## config.mk

```make
export PLATFORM = sky130hd
export DESIGN_NAME = pid_controller_clamped_top_flat
export DESIGN_NICKNAME = d
export VERILOG_FILES = /design/src/rtl/pidc_pkg.sv /design/src/rtl/pidc_ifs.sv /design/src/rtl/pid_controller_clamped_top.sv /design/src/flat_wrapper.sv
export SDC_FILE = /design/constraint.sdc
export NUM_CORES = 2
export LEC_CHECK = 0
export ABC_AREA = 1
export BUFFER_PORTS_ARGS = -buffer_cell sky130_fd_sc_hd__buf_2
export CAP_MARGIN = 20
export CORE_UTILIZATION = 40
export CTS_CLUSTER_SIZE = 30
export DETAILED_ROUTE_END_ITERATION = 10
export PLACE_DENSITY_LB_ADDON = 0.3
export SYNTH_ARGS = -nofsm -noshare
export SYNTH_HDL_FRONTEND = slang
export SYNTH_SLANG_ARGS = --single-unit
export TNS_END_PERCENT = 1
```

## constraint.sdc

```tcl
create_clock -name clk -period 25.7 [get_ports clk]
set_input_delay 3.855 -clock clk [delete_from_list [all_inputs] [get_ports clk]]
set_output_delay 3.855 -clock clk [all_outputs]
set_load 0.01 [all_outputs]
```

## src/rtl/pidc_pkg.sv

```systemverilog
// Shared widths, register indexes, reset values and sequencer states of the PID controller.
`default_nettype none

package pidc_pkg;

  localparam int unsigned DataW   = 32;  // setpoint, angle, gains, period, drive
  localparam int unsigned ErrW    = 33;  // setpoint minus angle, exact
  localparam int unsigned DiffW   = 34;  // error difference
  localparam int unsigned IntegW  = 48;  // integral, Q32.16
  localparam int unsigned DerivW  = 50;  // error difference times sample rate
  localparam int unsigned RateW   = 16;
  localparam int unsigned LimitW  = 31;
  localparam int unsigned AccW    = 84;  // holds the exact three-term sum
  localparam int unsigned FracW   = 16;
  localparam int unsigned QuotW   = AccW - FracW;
  localparam int unsigned CntW    = 5;   // bit counter of the shift-add unit
  localparam int unsigned CfgIdxW = 3;

  localparam logic [CfgIdxW-1:0] RegKp     = 3'd0;
  localparam logic [CfgIdxW-1:0] RegKi     = 3'd1;
  localparam logic [CfgIdxW-1:0] RegKd     = 3'd2;
  localparam logic [CfgIdxW-1:0] RegPeriod = 3'd3;
  localparam logic [CfgIdxW-1:0] RegRate   = 3'd4;
  localparam logic [CfgIdxW-1:0] RegLimit  = 3'd5;

  localparam logic [DataW-1:0]  KpReset     = 32'd19660800;
  localparam logic [DataW-1:0]  KiReset     = 32'd52429;
  localparam logic [DataW-1:0]  KdReset     = 32'd2818048;
  localparam logic [DataW-1:0]  PeriodReset = 32'd4294967;
  localparam logic [RateW-1:0]  RateReset   = 16'd1000;
  localparam logic [LimitW-1:0] LimitReset  = 31'd13107200;

  localparam logic [CntW-1:0] LastGainBit = 5'd31;
  localparam logic [CntW-1:0] LastRateBit = 5'd15;

  typedef enum logic [3:0] {
    ST_IDLE,
    ST_STEP,
    ST_INTEG,
    ST_DERIV,
    ST_KP,
    ST_KI,
    ST_KD,
    ST_DONE
  } pidc_state_t;

endpackage

`default_nettype wire

```

## src/rtl/pidc_ifs.sv

```systemverilog
// Valid/ready channel interfaces of the PID controller: tick input, result output, config writes.
`default_nettype none

interface pidc_tick_if
  import pidc_pkg::*;
  ();
  logic             valid;
  logic             ready;
  logic [DataW-1:0] setpoint;
  logic [DataW-1:0] measured_angle;

  modport source (output valid, output setpoint, output measured_angle, input ready);
  modport sink   (input valid, input setpoint, input measured_angle, output ready);
endinterface

interface pidc_result_if
  import pidc_pkg::*;
  ();
  logic             valid;
  logic             ready;
  logic [DataW-1:0] drive;
  logic             clamped;

  modport source (output valid, output drive, output clamped, input ready);
  modport sink   (input valid, input drive, input clamped, output ready);
endinterface

interface pidc_cfg_if
  import pidc_pkg::*;
  ();
  logic               valid;
  logic               ready;
  logic [CfgIdxW-1:0] index;
  logic [DataW-1:0]   data;

  modport source (output valid, output index, output data, input ready);
  modport sink   (input valid, input index, input data, output ready);
endinterface

`default_nettype wire

```

## src/rtl/pid_controller_clamped_top.sv

```systemverilog
// PID controller with clamped output, built around one bit-serial shift-add multiplier.
`default_nettype none

// One tick in, one result out. All five products (|error| times period, error difference
// times rate, and the three gain terms) go through a single shift-add unit that retires
// one multiplier bit per cycle. A tick runs the integral step, the integral update, the
// derivative and then the three gain terms; the first tick after reset skips the integral
// and derivative updates. The next tick is taken in idle, which the block enters as the
// result is loaded into the output register; a result waiting there does not hold up the
// next tick's arithmetic. Drive is the Q32.32 sum floored to Q16.16 and clamped to
// +/- output_limit, with clamped set whenever the limit was applied. The integral
// saturates at 48 bits. Configuration writes are taken only while the block is idle with
// no result waiting, and win over a tick offered in the same cycle.
module pid_controller_clamped_top
  import pidc_pkg::*;
  (
    input  wire          clk,
    input  wire          rst,
    pidc_cfg_if.sink     cfg,
    pidc_tick_if.sink    tick,
    pidc_result_if.source result
  );

  // configuration
  logic [DataW-1:0]  kp_gain, ki_gain, kd_gain, sample_period;
  logic [RateW-1:0]  sample_rate;
  logic [LimitW-1:0] output_limit;

  // controller state
  pidc_state_t state, state_next;
  logic                     primed, primed_next;
  logic signed [ErrW-1:0]   err, err_next;
  logic signed [ErrW-1:0]   prev_err, prev_err_next;
  logic signed [IntegW-1:0] integ, integ_next;
  logic signed [DerivW-1:0] deriv, deriv_next;

  // shift-add unit
  logic [AccW-1:0]  acc, acc_next;
  logic [AccW-1:0]  opnd, opnd_next;
  logic [DataW-1:0] mbits, mbits_next;
  logic [CntW-1:0]  cnt, cnt_next;
  logic [AccW-1:0]  mac_sum;

  // output register
  logic             res_valid, res_valid_next;
  logic [DataW-1:0] res_drive, res_drive_next;
  logic             res_clamped, res_clamped_next;

  logic signed [ErrW-1:0]   err_in;
  logic [DataW-1:0]         err_mag;
  logic signed [DiffW-1:0]  diff;
  logic [DataW-1:0]         step;
  logic signed [IntegW:0]   integ_sum;
  logic signed [QuotW-1:0]  quot;
  logic signed [QuotW-1:0]  limit_wide;
  logic                     over_hi, over_lo;
  logic                     slot_free;

  // registers change only when no tick is in flight
  assign cfg.ready = (state == ST_IDLE) && !res_valid;

  always_ff @(posedge clk) begin
    if (rst) begin
      kp_gain       <= KpReset;
      ki_gain       <= KiReset;
      kd_gain       <= KdReset;
      sample_period <= PeriodReset;
      sample_rate   <= RateReset;
      output_limit  <= LimitReset;
    end else if (cfg.valid && cfg.ready) begin
      unique case (cfg.index)
        RegKp:     kp_gain       <= cfg.data;
        RegKi:     ki_gain       <= cfg.data;
        RegKd:     kd_gain       <= cfg.data;
        RegPeriod: sample_period <= cfg.data;
        RegRate:   sample_rate   <= cfg.data[RateW-1:0];
        RegLimit:  output_limit  <= cfg.data[LimitW-1:0];
        default: ;
      endcase
    end
  end

  assign err_in = $signed({tick.setpoint[DataW-1], tick.setpoint})
                - $signed({tick.measured_angle[DataW-1], tick.measured_angle});
  // |error| never exceeds 2^32 - 1
  assign err_mag = err_in[ErrW-1] ? DataW'(-err_in) : err_in[DataW-1:0];
  assign diff    = $signed({err[ErrW-1], err}) - $signed({prev_err[ErrW-1], prev_err});
  assign step    = acc[2*DataW-1:DataW];
  assign integ_sum = $signed({integ[IntegW-1], integ})
                   + (err[ErrW-1] ? -$signed({{(IntegW+1-DataW){1'b0}}, step})
                                  :  $signed({{(IntegW+1-DataW){1'b0}}, step}));

  assign mac_sum = acc + (mbits[0] ? opnd : '0);

  // floor(sum / 2^16) against the limit
  assign quot       = $signed(acc[AccW-1:FracW]);
  assign limit_wide = $signed({{(QuotW-LimitW){1'b0}}, output_limit});
  assign over_hi    = quot > limit_wide;
  assign over_lo    = quot < -limit_wide;
  assign slot_free  = !res_valid || result.ready;

  assign tick.ready     = (state == ST_IDLE) && !cfg.valid;
  assign result.valid   = res_valid;
  assign result.drive   = res_drive;
  assign result.clamped = res_clamped;

  always_ff @(posedge clk) begin
    if (rst) begin
      state     <= ST_IDLE;
      primed    <= 1'b0;
      prev_err  <= '0;
      integ     <= '0;
      res_valid <= 1'b0;
    end else begin
      state     <= state_next;
      primed    <= primed_next;
      prev_err  <= prev_err_next;
      integ     <= integ_next;
      res_valid <= res_valid_next;
    end
  end

  always_ff @(posedge clk) begin
    err         <= err_next;
    deriv       <= deriv_next;
    acc         <= acc_next;
    opnd        <= opnd_next;
    mbits       <= mbits_next;
    cnt         <= cnt_next;
    res_drive   <= res_drive_next;
    res_clamped <= res_clamped_next;
  end

  always_comb begin
    state_next       = state;
    primed_next      = primed;
    err_next         = err;
    prev_err_next    = prev_err;
    integ_next       = integ;
    deriv_next       = deriv;
    acc_next         = acc;
    opnd_next        = opnd;
    mbits_next       = mbits;
    cnt_next         = cnt;
    res_valid_next   = res_valid && !result.ready;
    res_drive_next   = res_drive;
    res_clamped_next = res_clamped;

    unique case (state)
      ST_IDLE: begin
        if (tick.valid && tick.ready) begin
          err_next = err_in;
          acc_next = '0;
          cnt_next = LastGainBit;
          if (primed) begin
            opnd_next  = {{(AccW-DataW){1'b0}}, err_mag};
            mbits_next = sample_period;
            state_next = ST_STEP;
          end else begin
            deriv_next = '0;
            opnd_next  = {{(AccW-ErrW){err_in[ErrW-1]}}, err_in};
            mbits_next = kp_gain;
            state_next = ST_KP;
          end
        end
      end

      ST_STEP, ST_DERIV, ST_KP, ST_KI, ST_KD: begin
        acc_next   = mac_sum;
        opnd_next  = opnd << 1;
        mbits_next = mbits >> 1;
        cnt_next   = cnt - 1'b1;
        if (cnt == '0) begin
          cnt_next = LastGainBit;
          unique case (state)
            ST_STEP: begin
              state_next = ST_INTEG;
            end
            ST_DERIV: begin
              deriv_next = $signed(mac_sum[DerivW-1:0]);
              acc_next   = '0;
              opnd_next  = {{(AccW-ErrW){err[ErrW-1]}}, err};
              mbits_next = kp_gain;
              state_next = ST_KP;
            end
            ST_KP: begin
              opnd_next  = {{(AccW-IntegW){integ[IntegW-1]}}, integ};
              mbits_next = ki_gain;
              state_next = ST_KI;
            end
            ST_KI: begin
              opnd_next  = {{(AccW-DerivW){deriv[DerivW-1]}}, deriv};
              mbits_next = kd_gain;
              state_next = ST_KD;
            end
            default: begin
              state_next = ST_DONE;
            end
          endcase
        end
      end

      ST_INTEG: begin
        // saturate on 48-bit overflow
        if (integ_sum[IntegW] != integ_sum[IntegW-1]) begin
          integ_next = integ_sum[IntegW] ? {1'b1, {(IntegW-1){1'b0}}}
                                         : {1'b0, {(IntegW-1){1'b1}}};
        end else begin
          integ_next = integ_sum[IntegW-1:0];
        end
        acc_next   = '0;
        opnd_next  = {{(AccW-DiffW){diff[DiffW-1]}}, diff};
        mbits_next = {{(DataW-RateW){1'b0}}, sample_rate};
        cnt_next   = LastRateBit;
        state_next = ST_DERIV;
      end

      ST_DONE: begin
        if (slot_free) begin
          res_valid_next   = 1'b1;
          res_clamped_next = over_hi || over_lo;
          if (over_hi) begin
            res_drive_next = {1'b0, output_limit};
          end else if (over_lo) begin
            res_drive_next = ~{1'b0, output_limit} + 1'b1;
          end else begin
            res_drive_next = quot[DataW-1:0];
          end
          prev_err_next = err;
          primed_next   = 1'b1;
          state_next    = ST_IDLE;
        end
      end

      default: begin
        state_next = ST_IDLE;
      end
    endcase
  end

  // a clamped result sits exactly on one of the limits
  assert property (@(posedge clk) disable iff (rst)
    result.valid && result.clamped |->
      (result.drive == {1'b0, output_limit}) || (result.drive == ~{1'b0, output_limit} + 1'b1))
    else $error("clamped drive is not at the limit");

  // an unclamped result lies within the limits
  assert property (@(posedge clk) disable iff (rst)
    result.valid && !result.clamped |->
      ($signed(result.drive) <= $signed({1'b0, output_limit})) &&
      ($signed(result.drive) >= -$signed({1'b0, output_limit})))
    else $error("unclamped drive outside the limit");

  // a tick transfer starts the integral step once primed, else the proportional term
  assert property (@(posedge clk) disable iff (rst)
    tick.valid && tick.ready |=>
      ($past(primed) && state == ST_STEP) || (!$past(primed) && state == ST_KP))
    else $error("tick transfer started the wrong phase");

endmodule

`default_nettype wire

```

## src/flat_wrapper.sv

```systemverilog
// flat-port wrapper written by rule: the top's interface ports become plain ports
module pid_controller_clamped_top_flat import pidc_pkg::*;
  (clk, rst, cfg_valid, cfg_index, cfg_data, cfg_ready, tick_valid, tick_setpoint, tick_measured_angle, tick_ready, result_valid, result_drive, result_clamped, result_ready);
  pidc_cfg_if cfg_i ();
  pidc_tick_if tick_i ();
  pidc_result_if result_i ();
  input  wire clk;
  input  wire rst;
  input wire logic [$bits(cfg_i.valid)-1:0] cfg_valid;
  input wire logic [$bits(cfg_i.index)-1:0] cfg_index;
  input wire logic [$bits(cfg_i.data)-1:0] cfg_data;
  output wire logic [$bits(cfg_i.ready)-1:0] cfg_ready;
  input wire logic [$bits(tick_i.valid)-1:0] tick_valid;
  input wire logic [$bits(tick_i.setpoint)-1:0] tick_setpoint;
  input wire logic [$bits(tick_i.measured_angle)-1:0] tick_measured_angle;
  output wire logic [$bits(tick_i.ready)-1:0] tick_ready;
  output wire logic [$bits(result_i.valid)-1:0] result_valid;
  output wire logic [$bits(result_i.drive)-1:0] result_drive;
  output wire logic [$bits(result_i.clamped)-1:0] result_clamped;
  input wire logic [$bits(result_i.ready)-1:0] result_ready;
  assign cfg_i.valid = cfg_valid;
  assign cfg_i.index = cfg_index;
  assign cfg_i.data = cfg_data;
  assign cfg_ready = cfg_i.ready;
  assign tick_i.valid = tick_valid;
  assign tick_i.setpoint = tick_setpoint;
  assign tick_i.measured_angle = tick_measured_angle;
  assign tick_ready = tick_i.ready;
  assign result_valid = result_i.valid;
  assign result_drive = result_i.drive;
  assign result_clamped = result_i.clamped;
  assign result_i.ready = result_ready;
  pid_controller_clamped_top u_core (.clk(clk), .rst(rst), .cfg(cfg_i), .tick(tick_i), .result(result_i));
endmodule
```

After elaboration in Yosys (flattened, before gate mapping)
Cells that the tools add are included.

Add/subtract/negate cells: 9. $lt $le $gt $ge: 2. Equal/unequal tests: 18. Multiplexer cells: 37. Bitwise logic cells: 1. Reduce and logical (&&, ||, !) cells: 27.

Operator list (number): $pmux 84 s3 (3); $mux 84 (7); $mux 50 (4); $pmux 32 s3 (2); $mux 32 (5); $pmux 50 s2 (1); $mux 48 (2); $add 84x84->84 (1); $gt 68x32->1 (1); $lt 68x68->1 (1); $neg 31->68 (1); $add 48x49->49 (1); $mux 49 (1); $neg 32->49 (1); $sub 33x33->34 (1); $sub 32x32->33 (1); $add 32x1->32 const B (1); $neg 32->32 (1); $not 31->32 (1); $mux 31 (1); $reduce_and 2->1 (9); $eq 4x3->1 const B (4); $pmux 4 s4 (1); $pmux 5 s3 (1); 25 further kinds (42).

Register bits: 583. Bits of input ports: 104. Output and inout port bits: 36. Word-level logic and storage cells: 114.

Logic depth before layout (Yosys ltp)
Depth in word-level cells: 6. Depth in mapped cells: 32. Depth with buffers taken out: 31.

Least setup slack after synthesis
Ideal clock, no wire load.

Path type: in2reg. Start point: input cfg_valid. End point: register u_core.acc[0] (enable). Library setup time: 772 ps. Arrival: 15252 ps. Data required time: 24928 ps. Path slack: 9676 ps. Stages: 3. Path buffers: 0. Cell sequence: nor3b_1 -> nor2_1 -> nor2_1.

Word-level cells in the longest chain between the ends: 5.

Ends and longest elaborated chain: from (decl) (line flat_wrapper.sv:9) `input wire logic [$bits(cfg_i.valid)-1:0] cfg_valid;`; $logic_not 1->1 (line pid_controller_clamped_top.sv:102) `assign tick.ready = (state == ST_IDLE) && !cfg.valid;`; $logic_and 1x1->1 (line pid_controller_clamped_top.sv:102); $logic_and 1x1->1 (line pid_controller_clamped_top.sv:151) `if (tick.valid && tick.ready) begin`; $ne 2x2->1 (no line); $reduce_and 2->1 (no line); to (signal assigned) (line pid_controller_clamped_top.sv:126) `acc <= acc_next;`; to (decl) (line pid_controller_clamped_top.sv:38) `logic [AccW-1:0] acc, acc_next;`.

Every way passes these cells. A chain may end at the register's enable or synchronous reset.

Worst setup path in the final report
Start point: input cfg_valid. End point: output tick_ready.

Word-level cells in the longest chain between the ends: 2.

Ends and longest elaborated chain: $logic_not 1->1 (line pid_controller_clamped_top.sv:102); $logic_and 1x1->1 (line pid_controller_clamped_top.sv:102); to (decl) (line flat_wrapper.sv:16) `output wire logic [$bits(tick_i.ready)-1:0] tick_ready;`.

Every way passes these cells.

==> flow_metrics.env <==
export IMPL_path_max_fanout=3
export IMPL_die_h_um=331.9
export IMPL_worst_slew_pin_slew_ns=1.037
export IMPL_p_total_mw=6.107
export IMPL_critical_path_depth=3
export IMPL_clk_latency_ns=0.66
export IMPL_clockRootBuffer="clkbuf_16"
export IMPL_status="finished, final reports clean"
export IMPL_wl_met1_um=66110
export IMPL_max_freq_mhz=123.4
export IMPL_cpPeakStageDelay_ns=0.15
export IMPL_synth_fp_nets=6508
export IMPL_crit_path_end_kind="output pin"
export IMPL_grtUsageTotal_pct=26.94
export IMPL_placementRows=120
export IMPL_ys_seq_area_share_pct=34.14
export IMPL_synth_top_family_by_area="simple AND/OR/NAND/NOR gates"
export IMPL_place_congestion=1.026
export IMPL_grt_ovfl_total=0
export IMPL_p_per_area_nw_per_um2=127.7
export IMPL_cp_start_kind="primary input"
export IMPL_ctsHtreeMaxLevel=3
export IMPL_postCtsSetupBuffers=0
export IMPL_die_w_um=331.9
export IMPL_worstPathBufferInverterCount=2
export IMPL_path_cells="buf_2 > nor2_1 > buf_2"
export IMPL_rsz0062_at_grt="false"
export IMPL_critical_path_class="in -> out"
export IMPL_wl_met2_um=67780
export IMPL_path_delay_family="buffers and inverters"
export IMPL_fillers=11000
export IMPL_max_slew_margin_rel_pct=30.88
export IMPL_synth_avg_cell_area_um2=7.137
export IMPL_synthArstFlopShare_pct=0
export IMPL_postLayoutCoreUtil_pct=44.50
export IMPL_die_area_um2=110200
export IMPL_layout_nets=6533
export IMPL_cellLeakagePower_nw=21.45
export IMPL_top_layer="met4"
export IMPL_wl_um=152400
export IMPL_ios=140
export IMPL_antenna_found_initial=2
export IMPL_synth_top_area_share_pct=22.14
export IMPL_drv_slew=0
export IMPL_cts_buffer_depth=3
export IMPL_cts_sinks=582
export IMPL_synthTopCellsByArea="edfxtp_1, dfxtp_1, nand2_1"
export IMPL_first_iter_violations=4322
export IMPL_start_util_pct=40.50
export IMPL_setup_violations=0
export IMPL_wire_per_inst_um=20.09
export IMPL_grt_pass1_wl_um=233500
export IMPL_fin_tns_setup_ns=0
export IMPL_synth_xor_area_share_pct=3.687
export IMPL_crit_top_cell="buf_2"
export IMPL_clk_pin_slew_ns=0.06
export IMPL_synth_edf_count=321
export IMPL_regToRegSetupSlack_ns=19.52
export IMPL_critPathLaunch="cfg_valid"
export IMPL_synthAdderAreaFrac_pct=8.806
export IMPL_synth_seq_cells=582
export IMPL_portBuffers=139
export IMPL_synth_cell_types=71
export IMPL_syn_inst=6100
export IMPL_vias_per_cell=5.611
export IMPL_yosysWarnings=0
export IMPL_drtAntennaViolNets=0
export IMPL_postCtsHoldBufs=0
export IMPL_route_met3_wl_um=12040
export IMPL_maxCapViolations=0
export IMPL_drive_gt1_share_pct=7.325
export IMPL_cp_required_ns=21.84
export IMPL_timing_final_crit_share_pct=31.52
export IMPL_fin_crit_ns=8.101
export IMPL_reg2reg_to="u_core.integ[4]"
export IMPL_grt_max_degree=153
export IMPL_worstReg2RegStart="u_core.acc[32]"
export IMPL_dr_total_vias=42570
export IMPL_design_core_area_um2=107500
export IMPL_synth_main_ff_cell="edfxtp_1"
export IMPL_cts_tree="yes"
export IMPL_skew_ns=0.03030
export IMPL_synth_compound_area_share_pct=19.34
export IMPL_drt_pass1_iterations=6
export IMPL_dpl_hpwl_um=116400
export IMPL_num_antenna_cells=0
export IMPL_synth_mux_area_share_pct=0.1839
export IMPL_crit_arrival_ns=4.25
export IMPL_hold_path_class="reg -> reg"
export IMPL_grt_pass1_vias=39760
export IMPL_synth_simple_area_share_pct=24.22
export IMPL_drc=0
export IMPL_numCtsBuffers=72
export IMPL_hold_path_depth=2
export IMPL_cts_resized=0
export IMPL_placed_area_um2=45420
export IMPL_reg2regPathDepth=26
export IMPL_crit_path_end="tick_ready"
export IMPL_syn_area_um2=43540
export IMPL_stdcell_area_um2=47830
export IMPL_synth_top_cell_by_area="edfxtp_1"
export IMPL_crit_slowest_cell="buf_2"
export IMPL_syn_to_final_growth_pct=9.872
export IMPL_finalHoldViolCount=0
export IMPL_peakVddDrop_mv=0.08665
[kinds of logic after synthesis]
| group | Yosys count |
|---|---|
| fa+ha+maj | 304 |
| simple gates | 2475 |
| mux | 8 |
| buf+inv | 1076 |
| flops | 582 |
| compound gates | 1476 |
| xor+xnor | 179 |
[cell usage after synthesis, types with 6 or more instances]
| library cell | number |
|---|---|
| nand2_1 | 1196 |
| inv_1 | 817 |
| nor2_1 | 611 |
| a21oi_1 | 566 |
| o21ai_0 | 507 |
| nand3_1 | 370 |
| edfxtp_1 | 321 |
| ha_1 | 300 |
| dfxtp_1 | 261 |
| clkbuf_1 | 184 |
| xor2_1 | 113 |
| nor3_1 | 90 |
| o211ai_1 | 77 |
| nand4_1 | 71 |
| xnor2_1 | 64 |
| a31oi_1 | 51 |
| a211oi_1 | 43 |
| nor4_1 | 40 |
| a21oi_2 | 38 |
| o21a_1 | 34 |
| o221ai_1 | 24 |
| o21ai_1 | 23 |
| a21o_1 | 18 |
| a221oi_1 | 18 |
| buf_2 | 18 |
| inv_2 | 18 |
| nand2_2 | 18 |
| o22ai_1 | 18 |
| buf_1 | 17 |
| nor2_2 | 17 |
| a21boi_0 | 12 |
| nand3_2 | 12 |
| or2_2 | 10 |
| nand3b_1 | 9 |
| o21bai_1 | 9 |
| buf_6 | 8 |
| mux2i_1 | 8 |
| o31ai_1 | 7 |
| a41oi_1 | 6 |
| clkinv_1 | 6 |
| nor2_4 | 6 |
| nor3_2 | 6 |
[tightest hold or removal path, delay by kind of cell, from the launching register on]
family                 cells  cell delay, ns
AOI/OAI and AO/OA          1            0.05
buffers and inverters      1            0.06
DFF                        1            0.30
[layer usage]
metal,up-vias,track usage [%]
li1,20680,-
met1,19950,36.34
met2,1668,43.12
met3,279,4.122
met4,0,10.62
met5,-,0
[cells in the final DEF, fill, tap and decap left out, types with 22 or more instances in the layout]
| master | count |
|---|---|
| a211oi_1 | 43 |
| a21oi_1 | 566 |
| a21oi_2 | 37 |
| a31oi_1 | 51 |
| buf_2 | 139 |
| buf_4 | 46 |
| clkbuf_16 | 73 |
| dfxtp_1 | 261 |
| edfxtp_1 | 321 |
| ha_1 | 300 |
| inv_1 | 814 |
| inv_2 | 22 |
| nand2_1 | 1195 |
| nand3_1 | 368 |
| nand4_1 | 71 |
| nor2_1 | 606 |
| nor3_1 | 88 |
| nor4_1 | 40 |
| o211ai_1 | 77 |
| o21a_1 | 34 |
| o21ai_0 | 507 |
| o21ai_1 | 23 |
| o221ai_1 | 24 |
| xnor2_1 | 64 |
| xor2_1 | 113 |
[power breakdown]
group | total, mW | switching (mW) | internal (mW)
Clock | 1.04 | 0.439 | 0.603
Sequential | 1.71 | 0.261 | 1.45
Combinational | 3.35 | 2.33 | 1.02
[area by class of cell]
class | instances | area (µm²) | share of cell area [%]
Sequential cell | 582 | 14860 | 31.07
Tap cell | 1403 | 1755 | 3.670
Clock buffer | 97 | 1987 | 4.154
Multi-Input combinational cell | 4442 | 24580 | 51.38
Timing Repair Buffer | 186 | 1069 | 2.234
Inverter | 841 | 3162 | 6.610
Clock inverter | 36 | 419.2 | 0.8763
[sequential cells by signal (all words and copies together), names as in the netlist, 3 cells and up]
name / count
u_core.acc: 84
u_core.cnt: 5
u_core.deriv: 50
u_core.err: 33
u_core.integ: 48
u_core.kd_gain: 32
u_core.ki_gain: 32
u_core.kp_gain: 32
u_core.mbits: 32
u_core.opnd: 84
u_core.output_limit: 31
u_core.prev_err: 33
u_core.result.drive: 32
u_core.sample_period: 32
u_core.sample_rate: 16
u_core.state: 3
[how the worst min path moves through the flow]
| stage | from | end | slack (ns) |
|---|---|---|---|
| finish | u_core.prev_err[25] | u_core.prev_err[25] | 0.46 |
| floorplan | u_core.ki_gain[19] | u_core.ki_gain[19] | 0.43 |
| global route | u_core.prev_err[25] | u_core.prev_err[25] | 0.47 |
| detailed placement | u_core.ki_gain[19] | u_core.ki_gain[19] | 0.45 |
| CTS | u_core.prev_err[26] | u_core.prev_err[26] | 0.46 |
| global placement | u_core.ki_gain[19] | u_core.ki_gain[19] | 0.44 |
[stage by stage]
stage          hold slack, ns  setup slack (ns)  std cells
3_3_place_gp           0.4407             17.60       7452
4_1_cts                0.4621             17.60       7586
2_1_floorplan          0.4297             9.676       6100
5_1_grt                0.4742             17.56       7587
6_report               0.4578             17.60       7587
3_5_place_dp           0.4499             17.60       7453
Note: power is estimated with default switching activity, not from simulation.
